==> src/hw/rtl/tla_pkg.sv <==
package tla_pkg;

    // Character codes used by the escaper.
    localparam logic [7:0] CH_NL     = 8'd10;
    localparam logic [7:0] CH_TAB    = 8'd9;
    localparam logic [7:0] CH_DEL    = 8'd127;
    localparam logic [7:0] CH_SPACE  = 8'd32;
    localparam logic [7:0] CH_AT     = 8'd64;
    localparam logic [7:0] CH_QMARK  = 8'd63;
    localparam logic [7:0] CH_CARET  = 8'd94;
    localparam logic [7:0] CH_DOLLAR = 8'd36;
    localparam logic [7:0] CH_I      = 8'd73;
    localparam logic [7:0] CH_ZERO   = 8'd48;

    // Line counter: six BCD digits, saturating.
    localparam int unsigned  DIGITS    = 6;
    localparam logic [23:0]  COUNT_MAX = 24'h999999;

    // Numbering modes.
    localparam logic [1:0] NUM_OFF      = 2'd0;
    localparam logic [1:0] NUM_ALL      = 2'd1;
    localparam logic [1:0] NUM_NONBLANK = 2'd2;

    // Configuration register indexes.
    typedef enum logic [2:0] {
        CFG_NUMBER_MODE   = 3'd0,
        CFG_SHOW_ENDS     = 3'd1,
        CFG_SHOW_TABS     = 3'd2,
        CFG_SQUEEZE_EN    = 3'd3,
        CFG_SHOW_NONPRINT = 3'd4
    } t_cfg_idx;

    // Expansion phases of one request in the back end.
    localparam logic [3:0] PH_SPACE0 = 4'd6;
    localparam logic [3:0] PH_BODY0  = 4'd8;
    localparam logic [3:0] PH_BODY1  = 4'd9;

    // Queue between front and back.
    localparam int unsigned QUEUE_DEPTH = 4;
    localparam int unsigned QPTR_W      = $clog2(QUEUE_DEPTH);

    typedef struct packed {
        logic [1:0] number_mode;
        logic       show_ends;
        logic       show_tabs;
        logic       squeeze_en;
        logic       show_nonprint;
    } t_cfg;

    // One classified request: optional line number prefix plus one or two body bytes.
    typedef struct packed {
        logic        num_en;
        logic [23:0] count;
        logic        two_byte;
        logic [7:0]  byte0;
        logic [7:0]  byte1;
    } t_cmd;

    // Queue status seen by the top level.
    typedef struct packed {
        logic full;
        logic empty;
    } t_q_sts;

    // BCD increment with saturation at 999999.
    function automatic logic [23:0] bcd_inc(input logic [23:0] v);
        logic [23:0] res;
        logic        carry;
        logic [3:0]  d;
        res   = v;
        carry = 1'b1;
        if (v != COUNT_MAX) begin
            for (int i = 0; i < DIGITS; i++) begin
                d = v[4*i +: 4];
                if (carry) begin
                    if (d >= 4'd9) begin
                        d = 4'd0;
                    end else begin
                        d     = d + 4'd1;
                        carry = 1'b0;
                    end
                end
                res[4*i +: 4] = d;
            end
        end
        return res;
    endfunction

endpackage

==> src/hw/rtl/tla_front.sv <==
module tla_front import tla_pkg::*; (
    input  logic       i_clk,
    input  logic       i_rst_n,
    input  t_cfg       i_cfg,
    input  logic       i_valid,
    output logic       o_ready,
    input  logic [7:0] i_in_byte,
    input  logic       i_file_start,
    input  logic       i_q_full,
    output logic       o_push,
    output t_cmd       o_cmd
);

    logic [23:0] r_line_count, n_line_count;
    logic        r_at_line_start, n_at_line_start;
    logic        r_prev_blank, n_prev_blank;

    logic        accept;
    logic        at_start;
    logic        prev_blank;
    logic [23:0] count;
    logic        blank;
    logic        squeeze;
    logic        num_en;

    assign o_ready = !i_q_full;
    assign accept  = i_valid && o_ready;

    // A file start clears the line state before the byte is looked at.
    assign at_start   = r_at_line_start || i_file_start;
    assign prev_blank = i_file_start ? 1'b0 : r_prev_blank;
    assign count      = i_file_start ? '0 : r_line_count;

    assign blank   = (i_in_byte == CH_NL);
    assign squeeze = at_start && i_cfg.squeeze_en && blank && prev_blank;
    assign num_en  = at_start && !squeeze &&
                     ((i_cfg.number_mode == NUM_ALL) ||
                      ((i_cfg.number_mode == NUM_NONBLANK) && !blank));

    // Classify the byte into a request for the back end.
    always_comb begin
        o_cmd          = '0;
        o_cmd.num_en   = num_en;
        o_cmd.count    = num_en ? bcd_inc(count) : count;
        o_cmd.byte0    = i_in_byte;
        o_cmd.byte1    = i_in_byte;
        o_cmd.two_byte = 1'b0;
        if (blank) begin
            if (i_cfg.show_ends) begin
                o_cmd.byte0    = CH_DOLLAR;
                o_cmd.two_byte = 1'b1;
            end
        end else if ((i_in_byte == CH_TAB) && i_cfg.show_tabs) begin
            o_cmd.byte0    = CH_CARET;
            o_cmd.byte1    = CH_I;
            o_cmd.two_byte = 1'b1;
        end else if (i_cfg.show_nonprint && (i_in_byte != CH_TAB) &&
                     ((i_in_byte < CH_SPACE) || (i_in_byte == CH_DEL))) begin
            o_cmd.byte0    = CH_CARET;
            o_cmd.byte1    = (i_in_byte == CH_DEL) ? CH_QMARK : (i_in_byte + CH_AT);
            o_cmd.two_byte = 1'b1;
        end
    end

    // A squeezed blank line produces nothing.
    assign o_push = accept && !squeeze;

    // Next line state.
    always_comb begin
        n_line_count    = o_cmd.count;
        n_at_line_start = squeeze ? 1'b1 : blank;
        n_prev_blank    = at_start ? blank : prev_blank;
    end

    always_ff @(posedge i_clk) begin
        if (!i_rst_n) begin
            r_line_count    <= '0;
            r_at_line_start <= 1'b1;
            r_prev_blank    <= 1'b0;
        end else if (accept) begin
            r_line_count    <= n_line_count;
            r_at_line_start <= n_at_line_start;
            r_prev_blank    <= n_prev_blank;
        end
    end

endmodule

==> src/hw/rtl/tla_queue.sv <==
module tla_queue import tla_pkg::*; (
    input  logic   i_clk,
    input  logic   i_rst_n,
    input  logic   i_push,
    input  t_cmd   i_cmd,
    input  logic   i_pop,
    output t_cmd   o_cmd,
    output t_q_sts o_sts
);

    t_cmd              r_mem [QUEUE_DEPTH];
    logic [QPTR_W-1:0] r_wr_ptr, r_rd_ptr;
    logic [QPTR_W:0]   r_count;

    assign o_sts.full  = (r_count == (QPTR_W+1)'(QUEUE_DEPTH));
    assign o_sts.empty = (r_count == '0);
    assign o_cmd       = r_mem[r_rd_ptr];

    // Storage for queued requests.
    always_ff @(posedge i_clk) begin
        if (i_push) begin
            r_mem[r_wr_ptr] <= i_cmd;
        end
    end

    // Pointers and fill level.
    always_ff @(posedge i_clk) begin
        if (!i_rst_n) begin
            r_wr_ptr <= '0;
            r_rd_ptr <= '0;
            r_count  <= '0;
        end else begin
            if (i_push) begin
                r_wr_ptr <= r_wr_ptr + 1'b1;
            end
            if (i_pop) begin
                r_rd_ptr <= r_rd_ptr + 1'b1;
            end
            if (i_push && !i_pop) begin
                r_count <= r_count + 1'b1;
            end else if (!i_push && i_pop) begin
                r_count <= r_count - 1'b1;
            end
        end
    end

endmodule

==> src/hw/rtl/tla_back.sv <==
module tla_back import tla_pkg::*; (
    input  logic       i_clk,
    input  logic       i_rst_n,
    input  t_cmd       i_cmd,
    input  logic       i_q_empty,
    output logic       o_pop,
    output logic       o_valid,
    input  logic       i_ready,
    output logic [7:0] o_out_byte,
    output logic       o_last_of_run
);

    logic [3:0] r_phase;
    logic       r_valid;
    logic [7:0] r_out_byte;
    logic       r_last;

    logic [3:0] phase;
    logic       last;
    logic       load;
    logic [7:0] byte_sel;
    logic [2:0] digit_idx;
    logic [3:0] digit;
    logic [DIGITS-1:0] lead_zero;

    // Without a number prefix the request starts at its body.
    assign phase = (!i_cmd.num_en && (r_phase < PH_BODY0)) ? PH_BODY0 : r_phase;
    assign last  = (phase == PH_BODY1) || ((phase == PH_BODY0) && !i_cmd.two_byte);
    assign load  = !i_q_empty && (!r_valid || i_ready);
    assign o_pop = load && last;

    // Leading-zero flags, most significant digit first.
    always_comb begin
        lead_zero[DIGITS-1] = (i_cmd.count[4*(DIGITS-1) +: 4] == 4'd0);
        for (int i = DIGITS - 2; i >= 0; i--) begin
            lead_zero[i] = lead_zero[i+1] && (i_cmd.count[4*i +: 4] == 4'd0);
        end
    end

    assign digit_idx = 3'(DIGITS - 1) - phase[2:0];

    // Pick the byte for the current phase.
    always_comb begin
        digit    = i_cmd.count[4*digit_idx +: 4];
        byte_sel = CH_SPACE;
        if (digit > 4'd9) begin
            digit = 4'd9;
        end
        if (phase < PH_SPACE0) begin
            if (lead_zero[digit_idx] && (digit_idx != 3'd0)) begin
                byte_sel = CH_SPACE;
            end else begin
                byte_sel = CH_ZERO | {4'd0, digit};
            end
        end else if (phase == PH_BODY0) begin
            byte_sel = i_cmd.byte0;
        end else if (phase == PH_BODY1) begin
            byte_sel = i_cmd.byte1;
        end
    end

    // Phase counter and output register.
    always_ff @(posedge i_clk) begin
        if (!i_rst_n) begin
            r_phase <= '0;
            r_valid <= 1'b0;
        end else begin
            if (load) begin
                r_phase <= last ? 4'd0 : (phase + 4'd1);
                r_valid <= 1'b1;
            end else if (i_ready) begin
                r_valid <= 1'b0;
            end
        end
    end

    always_ff @(posedge i_clk) begin
        if (load) begin
            r_out_byte <= byte_sel;
            r_last     <= last;
        end
    end

    assign o_valid       = r_valid;
    assign o_out_byte    = r_out_byte;
    assign o_last_of_run = r_last;

endmodule

==> src/hw/rtl/text_line_annotator_core.sv <==
// A request is stored in the queue before its bytes reach the back end's output register.
// Throughput: one input per cycle while the queue has room; one output byte per cycle while
// the receiver is ready, set by the back end, so a numbered line start costs up to ten bytes.
// A four-entry queue between front and back absorbs those bursts.
// Reset (synchronous, active low) clears configuration, line state, queue and output register.
module text_line_annotator_core import tla_pkg::*; (
    input  logic       i_clk,
    input  logic       i_rst_n,
    input  logic       i_cfg_valid,
    output logic       o_cfg_ready,
    input  logic [2:0] i_cfg_index,
    input  logic [1:0] i_cfg_data,
    input  logic       i_valid,
    output logic       o_ready,
    input  logic [7:0] i_in_byte,
    input  logic       i_file_start,
    output logic       o_valid,
    input  logic       i_ready,
    output logic [7:0] o_out_byte,
    output logic       o_last_of_run
);

    t_cfg   r_cfg;
    t_cmd   push_cmd, head_cmd;
    t_q_sts q_sts;
    logic   q_push, q_pop;

    assign o_cfg_ready = 1'b1;

    // Configuration registers.
    always_ff @(posedge i_clk) begin
        if (!i_rst_n) begin
            r_cfg <= '0;
        end else if (i_cfg_valid) begin
            case (i_cfg_index)
                CFG_NUMBER_MODE:   r_cfg.number_mode   <= i_cfg_data;
                CFG_SHOW_ENDS:     r_cfg.show_ends     <= i_cfg_data[0];
                CFG_SHOW_TABS:     r_cfg.show_tabs     <= i_cfg_data[0];
                CFG_SQUEEZE_EN:    r_cfg.squeeze_en    <= i_cfg_data[0];
                CFG_SHOW_NONPRINT: r_cfg.show_nonprint <= i_cfg_data[0];
                default: begin
                end
            endcase
        end
    end

    tla_front u_front (
        .i_clk        (i_clk),
        .i_rst_n      (i_rst_n),
        .i_cfg        (r_cfg),
        .i_valid      (i_valid),
        .o_ready      (o_ready),
        .i_in_byte    (i_in_byte),
        .i_file_start (i_file_start),
        .i_q_full     (q_sts.full),
        .o_push       (q_push),
        .o_cmd        (push_cmd)
    );

    tla_queue u_queue (
        .i_clk   (i_clk),
        .i_rst_n (i_rst_n),
        .i_push  (q_push),
        .i_cmd   (push_cmd),
        .i_pop   (q_pop),
        .o_cmd   (head_cmd),
        .o_sts   (q_sts)
    );

    tla_back u_back (
        .i_clk         (i_clk),
        .i_rst_n       (i_rst_n),
        .i_cmd         (head_cmd),
        .i_q_empty     (q_sts.empty),
        .o_pop         (q_pop),
        .o_valid       (o_valid),
        .i_ready       (i_ready),
        .o_out_byte    (o_out_byte),
        .o_last_of_run (o_last_of_run)
    );

    // The queue never takes a request while full.
    a_no_overflow: assert property (@(posedge i_clk) disable iff (!i_rst_n)
        q_push |-> !q_sts.full)
        else $error("request pushed into a full queue");

    // A request is only retired from a non-empty queue.
    a_no_underflow: assert property (@(posedge i_clk) disable iff (!i_rst_n)
        q_pop |-> !q_sts.empty)
        else $error("request popped from an empty queue");

    // New output data only comes from a queued request.
    a_out_from_queue: assert property (@(posedge i_clk) disable iff (!i_rst_n)
        $rose(o_valid) |-> $past(!q_sts.empty))
        else $error("output became valid with nothing queued");

endmodule

==> config.mk <==
export PLATFORM = sky130hd
export DESIGN_NAME = text_line_annotator_core
export DESIGN_NICKNAME = d
export VERILOG_FILES = /design/src/hw/rtl/tla_pkg.sv /design/src/hw/rtl/tla_front.sv /design/src/hw/rtl/tla_queue.sv /design/src/hw/rtl/tla_back.sv /design/src/hw/rtl/text_line_annotator_core.sv
export SDC_FILE = /design/constraint.sdc
export NUM_CORES = 1
export LEC_CHECK = 0
export ABC_CLOCK_PERIOD_IN_PS = 7400
export BUFFER_PORTS_ARGS = -buffer_cell sky130_fd_sc_hd__buf_4
export CORE_MARGIN = 1.5
export CORE_UTILIZATION = 48
export DETAILED_ROUTE_END_ITERATION = 10
export SYNTH_ARGS = -nofsm -noshare
export SYNTH_HDL_FRONTEND = slang
export SYNTH_SLANG_ARGS = --single-unit
==> constraint.sdc <==
create_clock -name i_clk -period 7.4 [get_ports i_clk]
set_clock_uncertainty 0.15 [all_clocks]
set_input_delay 1.11 -clock i_clk [delete_from_list [all_inputs] [get_ports i_clk]]
set_output_delay 1.11 -clock i_clk [all_outputs]
set_load 0.02 [all_outputs]
==> metrics.md, run 1 <==
| Metric | Value |
|---|---|
| Status | `complete, no violations` |
| Top-area cell type share of the netlist area | `0.522` |
| Leakage | `0.00411 uW` |
| Area grow syn2layout | `11.8%` |
| Final min period | `4620 ps` |
| Initial core utilization | `0.486` |
| Asr flop ratio synth | `0` |
| Root Buffer | `clkbuf_16` |
| CTS clk-pin slew, worst paths | `60 ps` |
| Area of placed instances | `10600 sq um` |
| Full die area | `22100 sq um` |
| Post-synth EDFFs | `177` |
| Num rows | `53` |
| Multi-input logic area | `3620 sq um` |
| Post-synth top cells | `edfxtp_1 (177), nand2_1 (56), nor2_1 (55)` |
| Post-Route WL | `22.2 mm` |
| DP Wirelength | `14.4 mm` |
| Post-synth top area cell | `edfxtp_1` |
| Final Net Count | `812` |
| CP Data Required Time | `7500 ps` |
| Core area | `21000 sq um` |
| Setup bufs post-CTS | `0` |
| Hold Startpoint | `u_front.r_line_count[7]` |
| Initial antenna violation count | `0` |
| Sink Count | `223` |
| Chip Width | `149 um` |
| CP Capture Type | `flop` |
| Total number of vias | `6147` |
| 1st-pass router iterations | `5` |
| Max-cap violations | `0` |
| Post-Synthesis Cells | `742` |
| Register area share after synthesis | `0.612` |
| First-pass GRT wire length | `34.5 mm` |
| Layout cell share with drive strength beyond 1 | `0.192` |
| CP arrival | `4720 ps` |
| Number of warnings issued by yosys | `0` |
| Main area contributors after synthesis | `edfxtp_1 (52%), mux4_2 (9.1%), dfxtp_1 (9.0%), ha_1 (3.6%), nand2_1 (2.1%)` |
| Crit-path max FO | `24` |
| N_diodes | `0` |
| Routability cong. | `0.835` |
| Worst r2r dst | `u_queue.r_count[2]` |
| Gr usage total | `0.206` |
| Worst skew pair latency | `510 ps` |
| Io pins | `31` |
| Critical Path Source Type | `input pin` |
| CTS Buf Count | `24` |
| Mean post-synth cell area | `13.7 sq um` |
| Largest net degree at the start of global routing | `46` |
| Post-synth net total | `791` |
| Synthesized cell area | `10200 sq um` |
| Worst-Margin Slew | `1120 ps` |
| Vias in the first global route | `6185` |
| Flip-flop and latch area | `6240 sq um` |
| Min-Delay Endpoint | `u_front.r_line_count[7]` |
| Final instance area | `11400 sq um` |
| CTS tree | `yes` |
| Cts repair resizes | `0` |
| Pwr Density | `335 nW/um^2` |
| Worst R2R Path Depth | `14` |
| Port-buffer cells | `29` |
| Final Core Density | `0.544` |
| # fillers | `1751` |
| Ys flop type | `edfxtp_1` |
| Hold path depth | `2` |
| Antenna-violating nets left | `0` |
| DR iter-0 viols | `452` |
| CTS Buffer Depth | `3` |
| Via density | `5.82` |
| Final period util | `0.624` |
| GRT overflow | `0` |
| Wirelength per Cell | `21.0 um` |
| Reg2reg setup slack | `3230 ps` |
| Die height | `149 um` |
| Seq cells post-synth | `223` |
| DRC errors left | `0` |
| Most numerous cell in the Yosys netlist | `edfxtp_1` |
| H-tree levels | `1` |
| Unrepaired setup endpoints after global routing | `no` |
| Max-slew violation count | `0` |
| HP Class | `flop to flop` |
| Worst vdd ir | `205 uV` |
| Final hold viol count | `0` |
| Fmax | `217 MHz` |
| Max_slew headroom | `0.246` |
| # hold bufs at CTS | `0` |
| Yosys cell types | `79` |
| Critical path type | `input pin to flop` |
| Final setup viols | `0` |
| Final setup TNS | `0 ps` |
## metrics by stage
stage / setup WS [ps] / total power (uW) / instances / hold slack [ps]
2_1_floorplan: 3500 / 2400 / 742 / 282
3_3_place_gp: 2590 / 2670 / 1012 / 297
3_5_place_dp: 2360 / 2700 / 1012 / 299
4_1_cts: 2880 / 3860 / 1056 / 310
5_1_grt: 2440 / 4010 / 1056 / 329
6_report: 2780 / 3820 / 1056 / 313
## flip-flops by register name, indices dropped and copies added, names as in the netlist, named ones only
register	count
r_cfg	6
u_back.o_last_of_run	1
u_back.o_out_byte	8
u_back.o_valid	1
u_back.r_phase	4
u_front.r_at_line_start	1
u_front.r_line_count	24
u_front.r_prev_blank	1
u_queue.r_count	3
u_queue.r_mem	168
u_queue.r_rd_ptr	2
u_queue.r_wr_ptr	2
## cell type report
type / instances / area share
flip-flops and latches: 223 / 0.547
multi-input cells: 445 / 0.318
clock buffers: 36 / 0.0619
well taps: 275 / 0.0302
repair buffers: 36 / 0.0237
inverters: 33 / 0.0120
clock inverters: 8 / 0.00692
## how the worst max path moves through the flow
| stage | startpoint | end | slack (ps) | depth (start not counted) |
|---|---|---|---|---|
| 3_3_place_gp | i_file_start | u_queue.r_mem[0][40] | 2590 | 11 |
| 6_report | i_file_start | u_queue.r_mem[3][40] | 2780 | 11 |
| 2_1_floorplan | i_file_start | u_queue.r_mem[0][26] | 3500 | 14 |
| 4_1_cts | i_file_start | u_queue.r_mem[3][40] | 2880 | 11 |
| 3_5_place_dp | i_file_start | u_queue.r_mem[3][40] | 2360 | 11 |
| 5_1_grt | i_file_start | u_queue.r_mem[0][40] | 2440 | 11 |
## worst max-delay path, stage by stage
cell and delay (ps):
buf_4 180, inv_1 540, nand2_1 250, ha_1 290, nand4b_1 100, nor3_1 60, nand4_1 190, nand3_1 370
nor3_1 1020, a21oi_1 140, a211oi_1 470
## cell families (layout without fill, tap and decap cells)
logic type | count (synthesis) | after routing | synth area share
compound gates | 118 | 118 | 0.0846
xor+xnor | 7 | 7 | 0.00602
fa+ha+maj | 30 | 30 | 0.0376
buf+inv | 74 | 113 | 0.0331
flops | 223 | 223 | 0.612
mux | 65 | 65 | 0.116
other cells | 1 | 1 | 0.000368
simple gates | 224 | 224 | 0.110
## routing by layer
metal | wire length (um) | vias up | share of wire | global-route usage
met5 | 0 | - | 0 | 0
met4 | 647 | 0 | 0.029 | 0.0688
met3 | 1190 | 38 | 0.054 | 0.0340
li1 | - | 2860 | - | -
met1 | 10300 | 3072 | 0.47 | 0.296
met2 | 10000 | 177 | 0.45 | 0.320
## cell usage in the layout (no fill, tap or decap), types with 4 or more instances in the layout
master	n
edfxtp_1	177
nand2_1	56
nor2_1	55
dfxtp_1	44
mux4_2	41
buf_4	36
inv_1	30
ha_1	29
o21ai_0	26
nor3_1	24
clkbuf_16	24
a21oi_1	19
mux2i_1	19
nand3_1	17
nor2b_1	8
nand2b_1	8
and3_1	8
and2_1	7
o21ba_2	7
clkbuf_8	6
clkbuf_1	6
or2_2	5
o22ai_1	5
o211a_1	5
xor2_1	5
a31oi_1	5
or3_1	5
mux2_2	4
a22o_1	4
and2_2	4
nand4b_1	4
a211oi_1	4
a21o_1	4
## where the power goes
part / switching [uW] / internal [uW] / leakage [uW]
Combinational: 576 / 434 / 0.00171
Clock: 464 / 694 / 0.000380
Sequential: 92.4 / 1560 / 0.00202
Total: 1130 / 2690 / 0.00411
No activity file was read; power rests on OpenSTA's default activity.
==> run 2, diff against run 1 <==
--- a/config.mk
+++ b/config.mk
@@ -5,7 +5,7 @@
 export SDC_FILE = /design/constraint.sdc
 export NUM_CORES = 1
 export LEC_CHECK = 0
-export ABC_CLOCK_PERIOD_IN_PS = 7400
+export ABC_CLOCK_PERIOD_IN_PS = 4500
 export BUFFER_PORTS_ARGS = -buffer_cell sky130_fd_sc_hd__buf_4
 export CORE_MARGIN = 1.5
 export CORE_UTILIZATION = 48
==> constraint.sdc (replaced) <==
create_clock -name i_clk -period 4.5 [get_ports i_clk]
set_clock_uncertainty 0.15 [all_clocks]
set_input_delay 0.675 -clock i_clk [delete_from_list [all_inputs] [get_ports i_clk]]
set_output_delay 0.675 -clock i_clk [all_outputs]
set_load 0.02 [all_outputs]
==> metrics.md, run 2 (synthesized netlist as in run 1, its figures left out) <==
| Metric | Value |
|---|---|
| Setup bufs post-CTS | `0 (unchanged)` |
| Total number of vias | `6225 (was 6147)` |
| Leakage | `0.00414 uW (was 0.00411 uW)` |
| Vias in the first global route | `6338 (was 6185)` |
| Status | `complete, no violations (unchanged)` |
| CP Data Required Time | `4800 ps (was 7500 ps)` |
| Full die area | `22100 sq um (unchanged)` |
| Fmax | `262 MHz` |
| Final setup viols | `0 (unchanged)` |
| Largest register by flop count | `u_queue.r_mem (unchanged)` |
| N_diodes | `0 (unchanged)` |
| DP Wirelength | `15.0 mm (was 14.4 mm)` |
| Area grow syn2layout | `12.3% (was 11.8%)` |
| Final Net Count | `817 (was 812)` |
| Max-cap violations | `0 (unchanged)` |
| DRC errors left | `0 (unchanged)` |
| Core area | `21000 sq um (unchanged)` |
| Largest net degree at the start of global routing | `50 (was 46)` |
| DR iter-0 viols | `456 (was 452)` |
| Routability cong. | `0.881 (was 0.835)` |
| CP arrival | `4110 ps (was 4720 ps)` |
| Final min period | `3810 ps` |
| Root Buffer | `clkbuf_16 (unchanged)` |
| Die height | `149 um (unchanged)` |
| Num rows | `53 (unchanged)` |
| CTS Buf Count | `24 (unchanged)` |
| Worst vdd ir | `293 uV (was 205 uV)` |
| Critical path type | `flop to flop (was input pin to flop)` |
| Wirelength per Cell | `21.2 um (was 21.0 um)` |
| Critical Path Source Type | `flop (was input pin)` |
| Sink Count | `223 (unchanged)` |
| Chip Width | `149 um (unchanged)` |
| HP Class | `input pin to flop (was flop to flop)` |
| Commonest non-fill, non-tap cell in the layout | `edfxtp_1 (unchanged)` |
| CTS Buffer Depth | `3 (unchanged)` |
| Gr usage total | `0.211 (was 0.206)` |
| Crit-path max FO | `10 (was 24)` |
| Layout cell share with drive strength beyond 1 | `0.199 (was 0.192)` |
| Cts repair resizes | `0 (unchanged)` |
| Antenna-violating nets left | `0 (unchanged)` |
| Most frequent cells in the layout | `edfxtp_1 (177), nand2_1 (56), nor2_1 (55) (unchanged)` |
| Max-slew violation count | `0 (unchanged)` |
| Max_slew headroom | `0.387 (was 0.246)` |
| 1st-pass router iterations | `5 (unchanged)` |
| Worst-Margin Slew | `919 ps (was 1120 ps)` |
| First-pass GRT wire length | `35.7 mm (was 34.5 mm)` |
| Port-buffer cells | `29 (unchanged)` |
| Initial antenna violation count | `0 (unchanged)` |
| Post-Route WL | `22.5 mm (was 22.2 mm)` |
| H-tree levels | `1 (unchanged)` |
| Hold slack | `257 ps (was 313 ps)` |
| CTS tree | `yes (unchanged)` |
| Number of flip-flops in the largest register | `168 (unchanged)` |
| Unrepaired setup endpoints after global routing | `no (unchanged)` |
| Final period util | `0.847` |
| CTS clk-pin slew, worst paths | `60 ps (about the same)` |
| Final setup TNS | `0 ps (unchanged)` |
| Worst skew pair latency | `520 ps (was 510 ps)` |
| Pwr Density | `545 nW/um^2 (was 335 nW/um^2)` |
| GRT overflow | `0 (unchanged)` |
| CP Capture Type | `flop (unchanged)` |
| # fillers | `1776 (was 1751)` |
| Io pins | `31 (unchanged)` |
| # hold bufs at CTS | `0 (unchanged)` |
| Initial core utilization | `0.486 (unchanged)` |
| Via density | `5.87 (was 5.82)` |
| Final hold viol count | `0 (unchanged)` |
==> run 2: cell types whose count changed in the layout (fill, tap and decap cells not counted), sizes merged <==
cell,delta
clkinv,+3
clkbuf,-2
bufinv,-1
inv,-1
buf,+5
==> run 2: path summary, 6_finish.rpt <==
check | end | from | cells past startpoint | slack (ps)
max | u_queue.r_count[2] | flop | 14 | 690
min | u_queue.r_mem[1][4] | i_in_byte[4] | 1 | 260
max reg2reg | u_queue.r_count[2] | flop | 14 | 690
min reg2reg | u_front.r_line_count[7] | u_front.r_line_count[7] | 2 | 320
==> run 2: layout make-up <==
cell class | count | area [sq um] | area share
Clock inverter | 9 | 57.6 | 0.00503
Sequential cell | 223 | 6240 | 0.545
Timing Repair Buffer | 41 | 358 | 0.0313
Clock buffer | 34 | 689 | 0.0602
Inverter | 33 | 136 | 0.0119
Tap cell | 275 | 344 | 0.0301
Multi-Input combinational cell | 445 | 3620 | 0.316
==> run 2: where the power goes <==
group	internal [uW]	leakage, uW	switching (uW)	total (uW)
clock	1070	0.000369	764	1830
sequential	2570	0.00202	116	2680
combinational	734	0.00175	994	1730
==> run 2: critical path: stages, from the launching register on <==
cell and delay (ps):
dfxtp_2 340, mux4_2 580, nor2_1 290, nor2_2 130
inv_2 200, ha_1 250, nor2b_1 150, o21a_1 320
nand2_1 220, ha_1 290, inv_1 90, fa_1 190
xor2_1 80, or3_1 310, a21oi_1 140
==> run 2: metrics by stage <==
step	instance area [sq um]	std cells	power, uW	setup slack [ps]	util
6_report	11400	1060	6240	687	0.546
5_1_grt	11400	1060	6550	436	0.546
4_1_cts	11400	1060	6300	718	0.546
3_5_place_dp	10700	1017	4460	290	0.511
3_3_place_gp	10700	1017	4420	391	0.511
2_1_floorplan	10200	742	3950	1030	-
==> run 2: routing by layer <==
layer	part of all wire	global-route usage	wire length, um	up-vias
li1	-	-	-	2875
met1	0.47	0.303	10600	3196
met2	0.48	0.344	10800	128
met3	0.033	0.0270	732	26
met4	0.016	0.0545	360	0
met5	0	0	0	-
==> run 3, diff against run 2 <==
--- a/config.mk
+++ b/config.mk
@@ -5,11 +5,12 @@
 export SDC_FILE = /design/constraint.sdc
 export NUM_CORES = 1
 export LEC_CHECK = 0
-export ABC_CLOCK_PERIOD_IN_PS = 4500
+export ABC_CLOCK_PERIOD_IN_PS = 3100
 export BUFFER_PORTS_ARGS = -buffer_cell sky130_fd_sc_hd__buf_4
 export CORE_MARGIN = 1.5
 export CORE_UTILIZATION = 48
 export DETAILED_ROUTE_END_ITERATION = 10
+export PLACE_DENSITY = 0.67
 export SYNTH_ARGS = -nofsm -noshare
 export SYNTH_HDL_FRONTEND = slang
 export SYNTH_SLANG_ARGS = --single-unit
==> constraint.sdc (replaced) <==
create_clock -name i_clk -period 3.1 [get_ports i_clk]
set_clock_uncertainty 0.15 [all_clocks]
set_input_delay 0.465 -clock i_clk [delete_from_list [all_inputs] [get_ports i_clk]]
set_output_delay 0.465 -clock i_clk [all_outputs]
set_load 0.02 [all_outputs]
==> metrics.md, run 3 (synthesized netlist as in run 1, its figures left out) <==
| Metric | Value |
|---|---|
| Status | `complete, no violations (unchanged)` |
| Critical path type | `flop to flop (unchanged)` |
| Num rows | `53 (unchanged)` |
| First-pass GRT wire length | `35.2 mm (was 35.7 mm)` |
| DP Worst Slack | `-68.8 ps (was 290 ps)` |
| CTS Buf Count | `23 (was 24)` |
| Total number of vias | `6428 (was 6225)` |
| Chip Width | `149 um (unchanged)` |
| Via density | `5.82 (was 5.87)` |
| Routability cong. | `0.887 (was 0.881)` |
| Largest register by flop count | `u_queue.r_mem (unchanged)` |
| CP Capture Type | `flop (unchanged)` |
| Leakage | `0.00438 uW (was 0.00414 uW)` |
| GRT overflow | `0 (unchanged)` |
| Final setup TNS | `0 ps (unchanged)` |
| Post-Route WL | `22.1 mm (was 22.5 mm)` |
| Worst R2R Path Depth | `14 (unchanged)` |
| CP Cell Sequence | `mux4_2 > or2_4 > and2_4 > clkinv_8 > ha_4 > nor2b_4 > o21a_1 > nand2_4 > ha_4 > inv_2 > fa_2 > xor2_1 > or3_1 > a21oi_2 (was mux4_2 > nor2_1 > nor2_2 > inv_2 > ha_1 > nor2b_1 > o21a_1 > nand2_1 > ha_1 > inv_1 > fa_1 > xor2_1 > or3_1 > a21oi_1)` |
| CP max stage cell | `mux4_2 (unchanged)` |
| N_diodes | `0 (unchanged)` |
| Worst skew pair latency | `510 ps (was 520 ps)` |
| # hold bufs at CTS | `0 (unchanged)` |
| Final hold viol count | `0 (unchanged)` |
| Top delay family on crit path | `simple AND/OR/NAND/NOR gates (unchanged)` |
| Number of flip-flops in the largest register | `168 (unchanged)` |
| Hold path depth | `3 (was 1)` |
| Overall Power | `9290 uW (was 6240 uW)` |
| CTS Buffer Depth | `3 (unchanged)` |
| Worst vdd ir | `498 uV (was 293 uV)` |
| Worst r2r dst | `u_queue.r_count[2] (unchanged)` |
| 1st-pass router iterations | `5 (unchanged)` |
| Area grow syn2layout | `16.7% (was 12.3%)` |
| Final setup slack of the worst path | `40.4 ps (was 687 ps)` |
| HP Class | `input pin to flop (unchanged)` |
| Pwr Density | `781 nW/um^2 (was 545 nW/um^2)` |
| CP Buf/Inv Count | `2 (unchanged)` |
| Min-Delay Endpoint | `r_cfg[5] (was u_queue.r_mem[1][4])` |
| Worst-Margin Slew | `678 ps (was 919 ps)` |
| CP arrival | `3340 ps (was 4110 ps)` |
| Final Core Density | `0.567 (was 0.546)` |
| Port-buffer cells | `29 (unchanged)` |
| DRC errors left | `0 (unchanged)` |
| Io pins | `31 (unchanged)` |
| Die height | `149 um (unchanged)` |
| Antenna-violating nets left | `0 (unchanged)` |
| CTS tree | `yes (unchanged)` |
| DP Wirelength | `14.9 mm (was 15.0 mm)` |
| Final period util | `0.987 (was 0.847)` |
| Full die area | `22100 sq um (unchanged)` |
| Initial core utilization | `0.486 (unchanged)` |
| Largest net degree at the start of global routing | `43 (was 50)` |
| Hold Startpoint | `i_cfg_data[1] (was i_in_byte[4])` |
| Layout cell share with drive strength beyond 1 | `0.257 (was 0.199)` |
| Final Net Count | `863 (was 817)` |
| Most frequent cells in the layout | `edfxtp_1 (177), buf_4 (81), nand2_1 (55), nor2_1 (55), dfxtp_1 (44) (was edfxtp_1 (177), nand2_1 (56), nor2_1 (55))` |
| Wirelength per Cell | `20.0 um (was 21.2 um)` |
| Crit path top cell by count | `ha_4 (was ha_1)` |
| Critical Path Source Type | `flop (unchanged)` |
| H-tree levels | `1 (unchanged)` |
| Max_slew headroom | `0.543 (was 0.387)` |
| Initial antenna violation count | `0 (unchanged)` |
| CTS clk-pin slew, worst paths | `60 ps (about the same)` |
| Core area | `21000 sq um (unchanged)` |
| Launch point of the worst reg-to-reg path | `u_queue.r_mem[3][41]` |
| Reg2reg setup slack | `40 ps (was 690 ps)` |
| Commonest non-fill, non-tap cell in the layout | `edfxtp_1 (unchanged)` |
| Final setup viols | `0 (unchanged)` |
| Unrepaired setup endpoints after global routing | `yes (was no)` |
| Gr usage total | `0.205 (was 0.211)` |
| Sink Count | `223 (unchanged)` |
| Final min period | `3060 ps (was 3810 ps)` |
| Max-cap violations | `0 (unchanged)` |
| Vias in the first global route | `6443 (was 6338)` |
| Max-slew violation count | `0 (unchanged)` |
| DR iter-0 viols | `491 (was 456)` |
| Root Buffer | `clkbuf_16 (unchanged)` |
| Crit-path max FO | `4 (was 10)` |
| Fmax | `327 MHz (was 262 MHz)` |
| # fillers | `1696 (was 1776)` |
| Crit-path max cell delay | `530 ps (was 580 ps)` |
| CP Data Required Time | `3380 ps (was 4800 ps)` |
[run 3: cell count changes in the layout (fill, tap and decap cells not counted), sizes merged]
| cell | change |
|---|---|
| clkbuf | -4 |
| inv | +2 |
| clkinvlp | +3 |
| clkinv | -2 |
| buf | +46 |
[run 3: metrics by stage]
step,hold slack (ps),std cells,cell area [sq um]
floorplan,282,742,10200
global placement,293,1061,11100
detailed placement,297,1061,11100
CTS,30.5,1102,11800
global route,52.0,1105,11900
finish,44.8,1105,11900
[run 3: worst max-delay path by stage]
stage,startpoint,endpoint,slack [ps],cells past startpoint
floorplan,flop,u_queue.r_count[2],-110,16
global placement,flop,u_queue.r_count[2],20,14
detailed placement,flop,u_queue.r_count[2],-70,14
CTS,u_queue.r_mem[3][41],u_back.o_out_byte[3],2,9
global route,flop,u_queue.r_count[2],-100,14
finish,u_queue.r_mem[3][41],u_queue.r_count[2],40,14
[run 3: layer usage]
layer | vias to the layer above | part of all wire | GRT usage
li1 | 2973 | - | -
met1 | 3199 | 0.43 | 0.289
met2 | 218 | 0.49 | 0.336
met3 | 38 | 0.057 | 0.0264
met4 | 0 | 0.021 | 0.0599
met5 | - | 0 | 0
[run 3: repair_timing]
item / 4_1_cts / 5_1_grt
setup endpoints to repair: 4 / 7
cloned: 0 / 1
gates resized for setup: 3 / 13
setup buffers: 0 / 2
pin swaps: 1 / 4
[run 3: final cells by class]
cell class / instances / area (sq um) / share of cell area
Clock buffer: 29 / 639 / 0.0538
Clock inverter: 12 / 77.6 / 0.00652
Inverter: 33 / 136 / 0.0115
Multi-Input combinational cell: 445 / 3690 / 0.311
Sequential cell: 223 / 6240 / 0.525
Tap cell: 275 / 344 / 0.0289
Timing Repair Buffer: 88 / 761 / 0.0640
[run 3: report_power, final]
part,total (uW),switching (uW),internal [uW]
combinational,2810,1510,1300
sequential,3890,169,3720
clock,2580,1110,1470
total,9290,2790,6490
[run 3: worst reg2reg max path: cells and delay by family (launching register included)]
| family | cells | cell delay, ps |
|---|---|---|
| compound gates | 2 | 310 |
| xor+xnor | 1 | 70 |
| fa+ha+maj | 3 | 470 |
| buf+inv | 2 | 110 |
| flops | 1 | 360 |
| mux | 1 | 530 |
| simple gates | 5 | 1000 |
